===== src/hw/rtl/sao_pkg.sv =====
`default_nettype none

package sao_pkg;

  // Channel width; every internal width below follows from it.
  localparam int CHANNEL_BITS = 8;

  localparam int CB = CHANNEL_BITS;
  // Weights fa*M and ba*(M-fa), and their sum D, fit in two channels.
  localparam int WW = 2 * CB;
  // Products of a channel and a weight.
  localparam int PW = 3 * CB;
  // Divider numerator 2n+D and pre-shifted divisor.
  localparam int NW = 3 * CB + 1;
  // Quotient bits, one divider stage each.
  localparam int QB = CB;

  // Full scale, standing for 1.0.
  localparam logic [CB-1:0] CHAN_MAX = {CB{1'b1}};

  // Divider lanes, one per colour channel.
  localparam int NLANE = 3;
  localparam int LANE_RED = 0;
  localparam int LANE_GREEN = 1;
  localparam int LANE_BLUE = 2;

  // Input word: front pixel over back pixel.
  typedef struct packed {
    logic [CB-1:0] front_red;
    logic [CB-1:0] front_green;
    logic [CB-1:0] front_blue;
    logic [CB-1:0] front_alpha;
    logic [CB-1:0] back_red;
    logic [CB-1:0] back_green;
    logic [CB-1:0] back_blue;
    logic [CB-1:0] back_alpha;
  } sao_in_t;

  // Output word: composited pixel.
  typedef struct packed {
    logic [CB-1:0] out_red;
    logic [CB-1:0] out_green;
    logic [CB-1:0] out_blue;
    logic [CB-1:0] out_alpha;
    logic          fully_clear;
  } sao_out_t;

  // One lane of the restoring divider.
  typedef struct packed {
    logic [NW-1:0] rem;
    logic [NW-1:0] den;
    logic [QB-1:0] quo;
  } sao_lane_t;

  // Everything that travels down the divider pipeline.
  typedef struct packed {
    sao_lane_t [NLANE-1:0] lane;
    logic [CB-1:0]         alpha;
    logic                  clear;
  } sao_div_t;

endpackage

`default_nettype wire


===== src/hw/rtl/sao_div_stage.sv =====
`default_nettype none

module sao_div_stage (
  input  wire                    clk_i,
  input  wire                    rst_ni,
  input  wire                    valid_i,
  output logic                   ready_o,
  input  wire sao_pkg::sao_div_t data_i,
  output logic                   valid_o,
  input  wire                    ready_i,
  output sao_pkg::sao_div_t      data_o
);
  import sao_pkg::*;

  logic     valid_q;
  sao_div_t data_q;
  sao_div_t data_d;

  // The stage takes a new word when it is empty or its word moves on.
  assign ready_o = !valid_q || ready_i;

  // One quotient bit per lane: trial subtract, then halve the divisor.
  always_comb begin
    data_d = data_i;
    for (int k = 0; k < NLANE; k++) begin
      if (data_i.lane[k].rem >= data_i.lane[k].den) begin
        data_d.lane[k].rem = data_i.lane[k].rem - data_i.lane[k].den;
        data_d.lane[k].quo = {data_i.lane[k].quo[QB-2:0], 1'b1};
      end else begin
        data_d.lane[k].quo = {data_i.lane[k].quo[QB-2:0], 1'b0};
      end
      data_d.lane[k].den = data_i.lane[k].den >> 1;
    end
  end

  // Valid bit.
  always_ff @(posedge clk_i or negedge rst_ni) begin
    if (!rst_ni) begin
      valid_q <= 1'b0;
    end else if (ready_o) begin
      valid_q <= valid_i;
    end
  end

  // Payload.
  always_ff @(posedge clk_i) begin
    if (ready_o && valid_i) begin
      data_q <= data_d;
    end
  end

  assign valid_o = valid_q;
  assign data_o  = data_q;

endmodule

`default_nettype wire


===== src/hw/rtl/straight_alpha_over_blend.sv =====
// Straight-alpha "over" compositor. Each word carries a front and a back RGBA
// pixel, neither premultiplied, and returns the front composited over the
// back: alpha is round(D/M) and each colour round((fc*fa*M + bc*ba*(M-fa))/D)
// with D = fa*M + ba*(M-fa), M full scale, rounding half up. When both alphas
// are zero the word is all zeros with fully_clear set. The block takes one
// word per clock when the output is not stalled: one stage forms the
// weights, one the products, one the sums and divider operands, then eight
// stages of a pipelined restoring divider each settle one quotient bit for
// the three colour channels in parallel. Alpha is a division by the
// constant M, done with a shift and an add in the operand stage, and rides
// along with the colours.
// Each stage holds its word while the next is full, so back-pressure fills
// bubbles first and loses nothing; the last stage is the output register.
`default_nettype none

module straight_alpha_over_blend (
  input  wire                   clk_i,
  input  wire                   rst_ni,
  input  wire                   in_valid_i,
  output logic                  in_ready_o,
  input  wire sao_pkg::sao_in_t in_data_i,
  output logic                  out_valid_o,
  input  wire                   out_ready_i,
  output sao_pkg::sao_out_t     out_data_o
);
  import sao_pkg::*;

  // Stage 1: weights.
  logic          s1_valid_q;
  logic          s1_ready;
  logic [CB-1:0] s1_fc_q [3];
  logic [CB-1:0] s1_bc_q [3];
  logic [WW-1:0] s1_wf_q, s1_wf_d;
  logic [WW-1:0] s1_wb_q, s1_wb_d;

  // Stage 2: products and weight sum.
  logic          s2_valid_q;
  logic          s2_ready;
  logic [PW-1:0] s2_pf_q [3];
  logic [PW-1:0] s2_pb_q [3];
  logic [WW-1:0] s2_d_q, s2_d_d;

  // Stage 3: divider operands, then the divider stages.
  logic     div_valid [QB+1];
  logic     div_ready [QB+1];
  sao_div_t div_data  [QB+1];
  sao_div_t s3_d;
  logic [PW-1:0] s3_n;
  logic [NW-1:0] s3_den;
  logic [WW:0]   s3_alpha_x;
  logic [WW:0]   s3_alpha_sum;

  assign in_ready_o = !s1_valid_q || s1_ready;
  assign s1_ready   = !s2_valid_q || s2_ready;
  assign s2_ready   = !div_valid[0] || div_ready[0];

  // Weights of the front and the back pixel.
  assign s1_wf_d = WW'(in_data_i.front_alpha) * WW'(CHAN_MAX);
  assign s1_wb_d = WW'(in_data_i.back_alpha) * WW'(CHAN_MAX - in_data_i.front_alpha);

  always_ff @(posedge clk_i or negedge rst_ni) begin
    if (!rst_ni) begin
      s1_valid_q <= 1'b0;
    end else if (in_ready_o) begin
      s1_valid_q <= in_valid_i;
    end
  end

  always_ff @(posedge clk_i) begin
    if (in_ready_o && in_valid_i) begin
      s1_fc_q[0] <= in_data_i.front_red;
      s1_fc_q[1] <= in_data_i.front_green;
      s1_fc_q[2] <= in_data_i.front_blue;
      s1_bc_q[0] <= in_data_i.back_red;
      s1_bc_q[1] <= in_data_i.back_green;
      s1_bc_q[2] <= in_data_i.back_blue;
      s1_wf_q    <= s1_wf_d;
      s1_wb_q    <= s1_wb_d;
    end
  end

  // Colour products and the weight sum, which never exceeds M*M.
  assign s2_d_d = s1_wf_q + s1_wb_q;

  always_ff @(posedge clk_i or negedge rst_ni) begin
    if (!rst_ni) begin
      s2_valid_q <= 1'b0;
    end else if (s1_ready) begin
      s2_valid_q <= s1_valid_q;
    end
  end

  always_ff @(posedge clk_i) begin
    if (s1_ready && s1_valid_q) begin
      for (int k = 0; k < 3; k++) begin
        s2_pf_q[k] <= PW'(s1_fc_q[k]) * PW'(s1_wf_q);
        s2_pb_q[k] <= PW'(s1_bc_q[k]) * PW'(s1_wb_q);
      end
      s2_d_q <= s2_d_d;
    end
  end

  // Divider operands: round(a/b) is floor((2a+b)/(2b)). The divisor starts
  // shifted up by QB-1 bits. A zero weight sum gives a zero numerator, so a
  // divisor of one yields zero colours without a later override.
  always_comb begin
    s3_d       = '0;
    s3_d.clear = (s2_d_q == '0);
    if (s3_d.clear) begin
      s3_den = NW'(1) << (QB - 1);
    end else begin
      s3_den = NW'({s2_d_q, 1'b0}) << (QB - 1);
    end
    for (int k = 0; k < NLANE; k++) begin
      s3_n = s2_pf_q[k] + s2_pb_q[k];
      s3_d.lane[k].rem = NW'({s3_n, 1'b0}) + NW'(s2_d_q);
      s3_d.lane[k].den = s3_den;
    end
    s3_n = '0;
    // Alpha is floor((D + M/2) / M), as M is odd. For x below M*(M+1),
    // floor(x/M) equals (x + 1 + (x >> CB)) >> CB.
    s3_alpha_x   = {1'b0, s2_d_q} + (WW+1)'(CHAN_MAX >> 1);
    s3_alpha_sum = s3_alpha_x + (WW+1)'(1) + (s3_alpha_x >> CB);
    s3_d.alpha   = CB'(s3_alpha_sum >> CB);
  end

  always_ff @(posedge clk_i or negedge rst_ni) begin
    if (!rst_ni) begin
      div_valid[0] <= 1'b0;
    end else if (s2_ready) begin
      div_valid[0] <= s2_valid_q;
    end
  end

  always_ff @(posedge clk_i) begin
    if (s2_ready && s2_valid_q) begin
      div_data[0] <= s3_d;
    end
  end

  // Restoring divider, one quotient bit per stage.
  for (genvar g = 0; g < QB; g++) begin : g_div
    sao_div_stage u_stage (
      .clk_i   (clk_i),
      .rst_ni  (rst_ni),
      .valid_i (div_valid[g]),
      .ready_o (div_ready[g]),
      .data_i  (div_data[g]),
      .valid_o (div_valid[g+1]),
      .ready_i (div_ready[g+1]),
      .data_o  (div_data[g+1])
    );
  end

  assign div_ready[QB] = out_ready_i;

  // The last divider stage is the output register.
  assign out_valid_o            = div_valid[QB];
  assign out_data_o.out_red     = div_data[QB].lane[LANE_RED].quo;
  assign out_data_o.out_green   = div_data[QB].lane[LANE_GREEN].quo;
  assign out_data_o.out_blue    = div_data[QB].lane[LANE_BLUE].quo;
  assign out_data_o.out_alpha   = div_data[QB].alpha;
  assign out_data_o.fully_clear = div_data[QB].clear;

endmodule

`default_nettype wire


===== config.mk =====
export PLATFORM = sky130hd
export DESIGN_NAME = straight_alpha_over_blend
export DESIGN_NICKNAME = d
export VERILOG_FILES = /design/src/hw/rtl/sao_pkg.sv /design/src/hw/rtl/sao_div_stage.sv /design/src/hw/rtl/straight_alpha_over_blend.sv
export SDC_FILE = /design/constraint.sdc
export NUM_CORES = 2
export LEC_CHECK = 0
export ABC_AREA = 1
export BUFFER_PORTS_ARGS = -buffer_cell sky130_fd_sc_hd__buf_2
export CORE_ASPECT_RATIO = 1.1
export CORE_MARGIN = 5
export CORE_UTILIZATION = 40
export CTS_BUF_LIST = sky130_fd_sc_hd__clkbuf_4
export DETAILED_ROUTE_END_ITERATION = 10
export SYNTH_ARGS = -nofsm -noshare
export SYNTH_HDL_FRONTEND = slang
export SYNTH_SLANG_ARGS = --single-unit

===== constraint.sdc =====
create_clock -name clk_i -period 8.3 [get_ports clk_i]
set_clock_uncertainty 0.15 [all_clocks]
set_input_delay 0.83 -clock clk_i [delete_from_list [all_inputs] [get_ports clk_i]]
set_output_delay 0.83 -clock clk_i [all_outputs]
set_load 0.03 [all_outputs]

* Yosys cells after proc, flatten, opt, wreduce, memory -nomap -nowiden *
Memories as Yosys holds them, arrays and structs flattened.
Cells that the tools add are included.

cells by class
  $add $sub $neg = 32
  $mul = 8
  $lt $le $gt $ge = 24
  mux-type cells = 50
  reductions and logical operators = 34

operators with widths
  cell                                                             number
  25-bit 2-to-1 mux                                                21
  8-bit by 16-bit multiplier with 24-bit output                    6
  25-bit by 16-bit adder with 25-bit output                        3
  25-bit by 18-bit greater-or-equal comparator with 1-bit output   3
  25-bit by 19-bit greater-or-equal comparator with 1-bit output   3
  25-bit by 20-bit greater-or-equal comparator with 1-bit output   3
  25-bit by 21-bit greater-or-equal comparator with 1-bit output   3
  25-bit by 22-bit greater-or-equal comparator with 1-bit output   3
  25-bit by 23-bit greater-or-equal comparator with 1-bit output   3
  25-bit by 24-bit greater-or-equal comparator with 1-bit output   3
  25-bit greater-or-equal comparator                               3
  25-bit by 19-bit subtractor with 25-bit output                   3
  25-bit by 20-bit subtractor with 25-bit output                   3
  25-bit by 21-bit subtractor with 25-bit output                   3
  25-bit by 22-bit subtractor with 25-bit output                   3
  25-bit by 23-bit subtractor with 25-bit output                   3
  25-bit by 24-bit subtractor with 25-bit output                   3
  25-bit subtractor                                                3
  24-bit adder                                                     3
  1-bit 2-to-1 mux                                                 28
  16-bit by 7-bit adder with 17-bit output, second input constant  1
  16-bit by 1-bit adder with 16-bit output, second input constant  1
  16-bit adder                                                     1
  16-bit by 9-bit adder with 16-bit output                         1
  8 further kinds                                                  38

storage, ports and cells
  register bits = 1,020
  memory bits (writable) = 192
  output and inout port bits = 35
  word-level logic and storage cells = 241
  memories = 4

memory list
  name     depth  width  rd ports  clocked after Yosys merged registers in  wr ports  RTL line                         text
  s2_pb_q  3      24     3         0                                        3         straight_alpha_over_blend.sv:40  logic [PW-1:0] s2_pb_q [3];
  s2_pf_q  3      24     3         0                                        3         straight_alpha_over_blend.sv:39  logic [PW-1:0] s2_pf_q [3];
  s1_bc_q  3      8      3         0                                        3         straight_alpha_over_blend.sv:32  logic [CB-1:0] s1_bc_q [3];
  s1_fc_q  3      8      3         0                                        3         straight_alpha_over_blend.sv:31  logic [CB-1:0] s1_fc_q [3];

* Longest topological paths before layout *
  depth in word-level cells = 15
  gate-level depth with buffers = 23
  depth with buffers taken out = 22

* By module *
Synthesis repeated with hierarchy kept, for this count alone.

second synthesis, totals
  cells, all modules = 19,904
  area, all modules = 151,042.4 µm²

by module, submodules not included
  module                                 instances  cells an instance  area each (µm²)  sequential area each (µm²)
  straight_alpha_over_blend              1          6,054              48,237.5         10,224.8
  sao_div_stage at g_div[4].u_stage ...  2          1,732              12,858.6         5,430.2
  sao_div_stage at g_div[1].u_stage ...  2          1,731              12,838.6         5,430.2
  sao_div_stage at g_div[6].u_stage ...  2          1,731              12,834.8         5,430.2
  sao_div_stage at g_div[3].u_stage      1          1,731              12,891.1         5,430.2
  sao_div_stage at g_div[0].u_stage      1          1,731              12,849.8         5,430.2

* Least setup slack after synthesis *
Ideal clock, no wire load.

  path type = input to register
  from = input port out_ready_i
  to = register g_div[3].u_stage.data_q, in the netlist g_div[3].u_stage.data_o[101], enable pin
  library setup time = 0.615 ns
  data arrival time = 6.395 ns
  path slack = 1.139 ns
  cell stages on the path = 6
  path buffers = 0
  cell sequence = nor2_1 inv_1 nor2_2 nand2_2 nor2_2 a21oi_1

between the ends
  longest elaborated chain between the ends = 6

RTL lines
  what                           RTL line                         text
  from (decl)                    straight_alpha_over_blend.sv:23  input wire out_ready_i,
  1-bit logical OR (5 in a row)  sao_div_stage.sv:20              assign ready_o = !valid_q || ready_i;
  1-bit logical AND              sao_div_stage.sv:47              if (ready_o && valid_i) begin
  to (signal assigned)           sao_div_stage.sv:48              data_q <= data_d;
  to (decl)                      sao_div_stage.sv:16              sao_div_t data_q;

Every way passes these cells.
A chain may end at the register's enable or synchronous reset.

==> out/metrics.yaml <==
status: "finished clean"
dp_worst_setup_slack_ns: 2.74
num_vias: 76794
globalRouteOverflowTotal: 0
cts_num_sinks: 1152
synth_sequential_area_ratio: 0.345
final_instance_area_mm2: 0.108
worst_r2r_path_depth: 18
finalCritPeriodShare: 0.681
met2_length_um: 140000
root_buffer: "clkbuf_4"
setup-violations-final: 0
cap_violations: 0
remaining_drc_errors: 0
regToRegStartpoint: "s1_wf_q[3]"
synth_warn: 0
post-cts-setup-buffers: 0
core_region_area_mm2: 0.249
timing.hold.worst_path_depth: 0
fp.dieArea_mm2: 0.260
ys_top_cells_by_count: "nand2_1 (2931), inv_1 (2169), edfxtp_1 (1141)"
finalNetCount: 13559
synthesis.instances: 11755
grt_pass1_vias: 77929
period_needed_ns: 5.65
chipWidth_um: 487
synth_top_area_frac: 0.342
hold_end: "g_div[5].u_stage.data_o[8]"
max_slew_margin: 0.160
final_util: 0.435
dominant_synthesized_flop_cell: "edfxtp_1"
initial_utilization: 0.402
clkLatencyLatePin_ns: 1.19
floorplan.rows: 192
avgViaCountPerCell: 4.94
design.portCount: 103
worstPathRequired_ns: 8.98
synthToLayoutAreaGrowth_pct: 8.10
number_of_enable_flip_flop_cells_after_synthesis: 1141
met3WireLength_um: 9730
io_buffers: 102
tns_ns: 0
wirelength_met1_um: 106000
post_synth_main_area_contributors: "edfxtp_1 (34%), fa_1 (12%), ha_1 (11%)"
final.setup.worst_slack_ns: 2.65
critical_path.max_stage_delay_ns: 1.14
cell_with_the_most_instances_after_synthesis: "nand2_1"
synth_top_cell_by_area: "edfxtp_1"
timing.fmax_ghz: 0.177
mappedNetlistArea_mm2: 0.100
drive_gt1_frac: 0.0751
slew_violations: 0
placement.cell_area_mm2: 0.104
maximum_number_of_pins_on_one_net_before_global_route_repair: 111
overall_track_demand_over_capacity_in_global_routing: 0.209
synth.ff_latch_count: 1152
cts_tree: "yes"
gp_routability_congestion: 0.962
maximum_root_to_sink_buffer_count: 4
hold_violations: 0
regToRegSetupSlack_ns: 2.65
critical_path_peak_fanout: 25
syn-num-nets: 13305
grt_first_pass_wirelength_um: 429000
route.top_layer_used: "met5"
htree_num_levels: 5
tightestPinTransition_ns: 1.26
critical-path-top-cell-by-count: "nand2_1"
worstPathCellList: "nand2_1 -> fa_1 -> fa_1 -> inv_1 -> fa_1 -> inv_1 -> fa_1 -> inv_1 -> ha_1 -> nand2_1 -> o21ai_0 -> nand2_1 -> nand3_1 -> a21oi_1 -> o21ai_0 -> nand2_1 -> nand2_1 -> xor2_1"
critPathLaunchType: "register"
crit_type: "register to register"
endpoint_kind: "register"
synth.distinct_cells: 70
asyncSetResetFlopFracSynth: 0.00955
dp.final_hpwl_um: 224000
detail_route.wirelength_um: 275000
setup_repair_after_global_routing_missed_its_margin: "false"
routed_length_per_placed_instance_um: 17.7
cts-buffers-inserted: 322
standard_cell_with_the_maximum_stage_delay_on_the_critical_path: "edfxtp_1"
clock_pin_slew_of_the_registers_on_the_worst_case_setup_and_hold_paths_ns: 0.06
tritonroute_pass_1_iters: 6
chip_height_um: 535
timing.hold.worst.class: "register to register"
crit_arrival_ns: 6.33
timing.rr.end: "s2_pf_q[0][23]"
antenna_left: 0
post_synth.cell_area_avg_um2: 8.52
holdCritStartpoint: "g_div[4].u_stage.data_o[8]"
antenna_violations_before_repair: 10
drtIter0Drc: 4041
logic make-up after synthesis:
kind of cell | Yosys count | share of synthesized area
adder cells (fa/ha/maj) | 1482 | 0.230
AO/OA/AOI/OAI | 1678 | 0.0947
buffers and inverters | 2480 | 0.0975
XOR/XNOR | 581 | 0.0512
AND/OR/NAND/NOR | 4382 | 0.181
flip-flops | 1152 | 0.345
worst max-delay path by stage:
stage	start	to	slack (ns)
2_1_floorplan	out_ready_i	g_div[3].u_stage.data_o[101]	1.14
3_3_place_gp	s1_wf_q[1]	s2_pf_q[0][21]	2.78
3_5_place_dp	s1_wf_q[7]	s2_pf_q[0][23]	2.74
4_1_cts	s1_wf_q[7]	s2_pf_q[0][23]	2.60
5_1_grt	s1_wf_q[7]	s2_pf_q[0][23]	2.25
6_report	s1_wf_q[3]	s2_pf_q[0][23]	2.65
per-layer routing:
layer,track usage,vias to the layer above
met5,0,-
met4,0.124,10
met1,0.231,35681
met3,0.0239,650
met2,0.386,1715
li1,-,38738
repair_timing:
item                      CTS  global route
resized for setup           0             0
hold buffers               56             0
hold endpoints to repair   72             0
area by class of cell:
type | instances | area (um^2)
Antenna cell | 6 | 15.0
Clock inverter | 109 | 601
Timing Repair Buffer | 218 | 1530
Tap cell | 3298 | 4130
Sequential cell | 1152 | 34500
Inverter | 2192 | 8250
Clock buffer | 439 | 3300
Multi-Input combinational cell | 8123 | 55900
Fill cell | 25164 | 141000
flip-flops by register name, indices dropped and copies added, names as in the netlist, 8 cells and up:
name,count
g_div.u_stage.valid_o,8
div_data,98
s2_pb_q,72
s2_pf_q,72
s1_wf_q,16
s2_d_q,16
g_div.u_stage.data_o,803
s1_wb_q,16
s1_fc_q,24
s1_bc_q,24
cell usage in the layout, fill, tap and decap left out, drive strengths merged, types with 3 or more instances in the layout:
cell type / synthesis / final
ha: 883 / 883
clkinvlp: 0 / 5
nand3: 357 / 357
fa: 599 / 599
a221oi: 15 / 15
o21ai: 651 / 651
inv: 2192 / 2201
bufinv: 0 / 4
xnor2: 248 / 248
a21oi: 752 / 752
nor2: 655 / 655
clkinv: 0 / 91
and3: 9 / 9
nand3b: 29 / 29
dfrtp: 11 / 11
nand2: 2969 / 2969
a211oi: 14 / 14
nor4: 74 / 74
or2: 53 / 53
o21bai: 45 / 45
nand4: 128 / 128
edfxtp: 1141 / 1141
a41oi: 3 / 3
xor2: 333 / 333
a31oi: 56 / 56
o211ai: 23 / 23
buf: 106 / 162
and2: 12 / 12
nor3b: 5 / 5
o21a: 10 / 10
o31ai: 11 / 11
a21o: 67 / 67
nor4b: 5 / 5
o221ai: 6 / 6
clkbuf: 182 / 439
diode: 0 / 6
dlygate4sd3: 0 / 56
nor3: 85 / 85
a21boi: 17 / 17
critical path, delay by kind of cell (launching register included):
family | cells | cell delay (ns)
and+or+nand+nor | 6 | 0.66
buffers and inverters | 3 | 0.14
xor gates and xnor gates | 1 | 0.06
adders and majority gates | 5 | 2.41
DFF | 1 | 1.14
AOI/OAI and AO/OA | 3 | 0.71
per-stage QoR:
step                hold WS [ns]  instances
floorplan                  0.250      11755
global placement           0.252      14927
detailed placement         0.255      14927
CTS                       0.0272      15531
global route               0.139      15532
finish                     0.194      15537
Power is left out: the tool's default activity adds up to more than one toggle a clock period on the data nets, which glitch-free logic cannot reach.
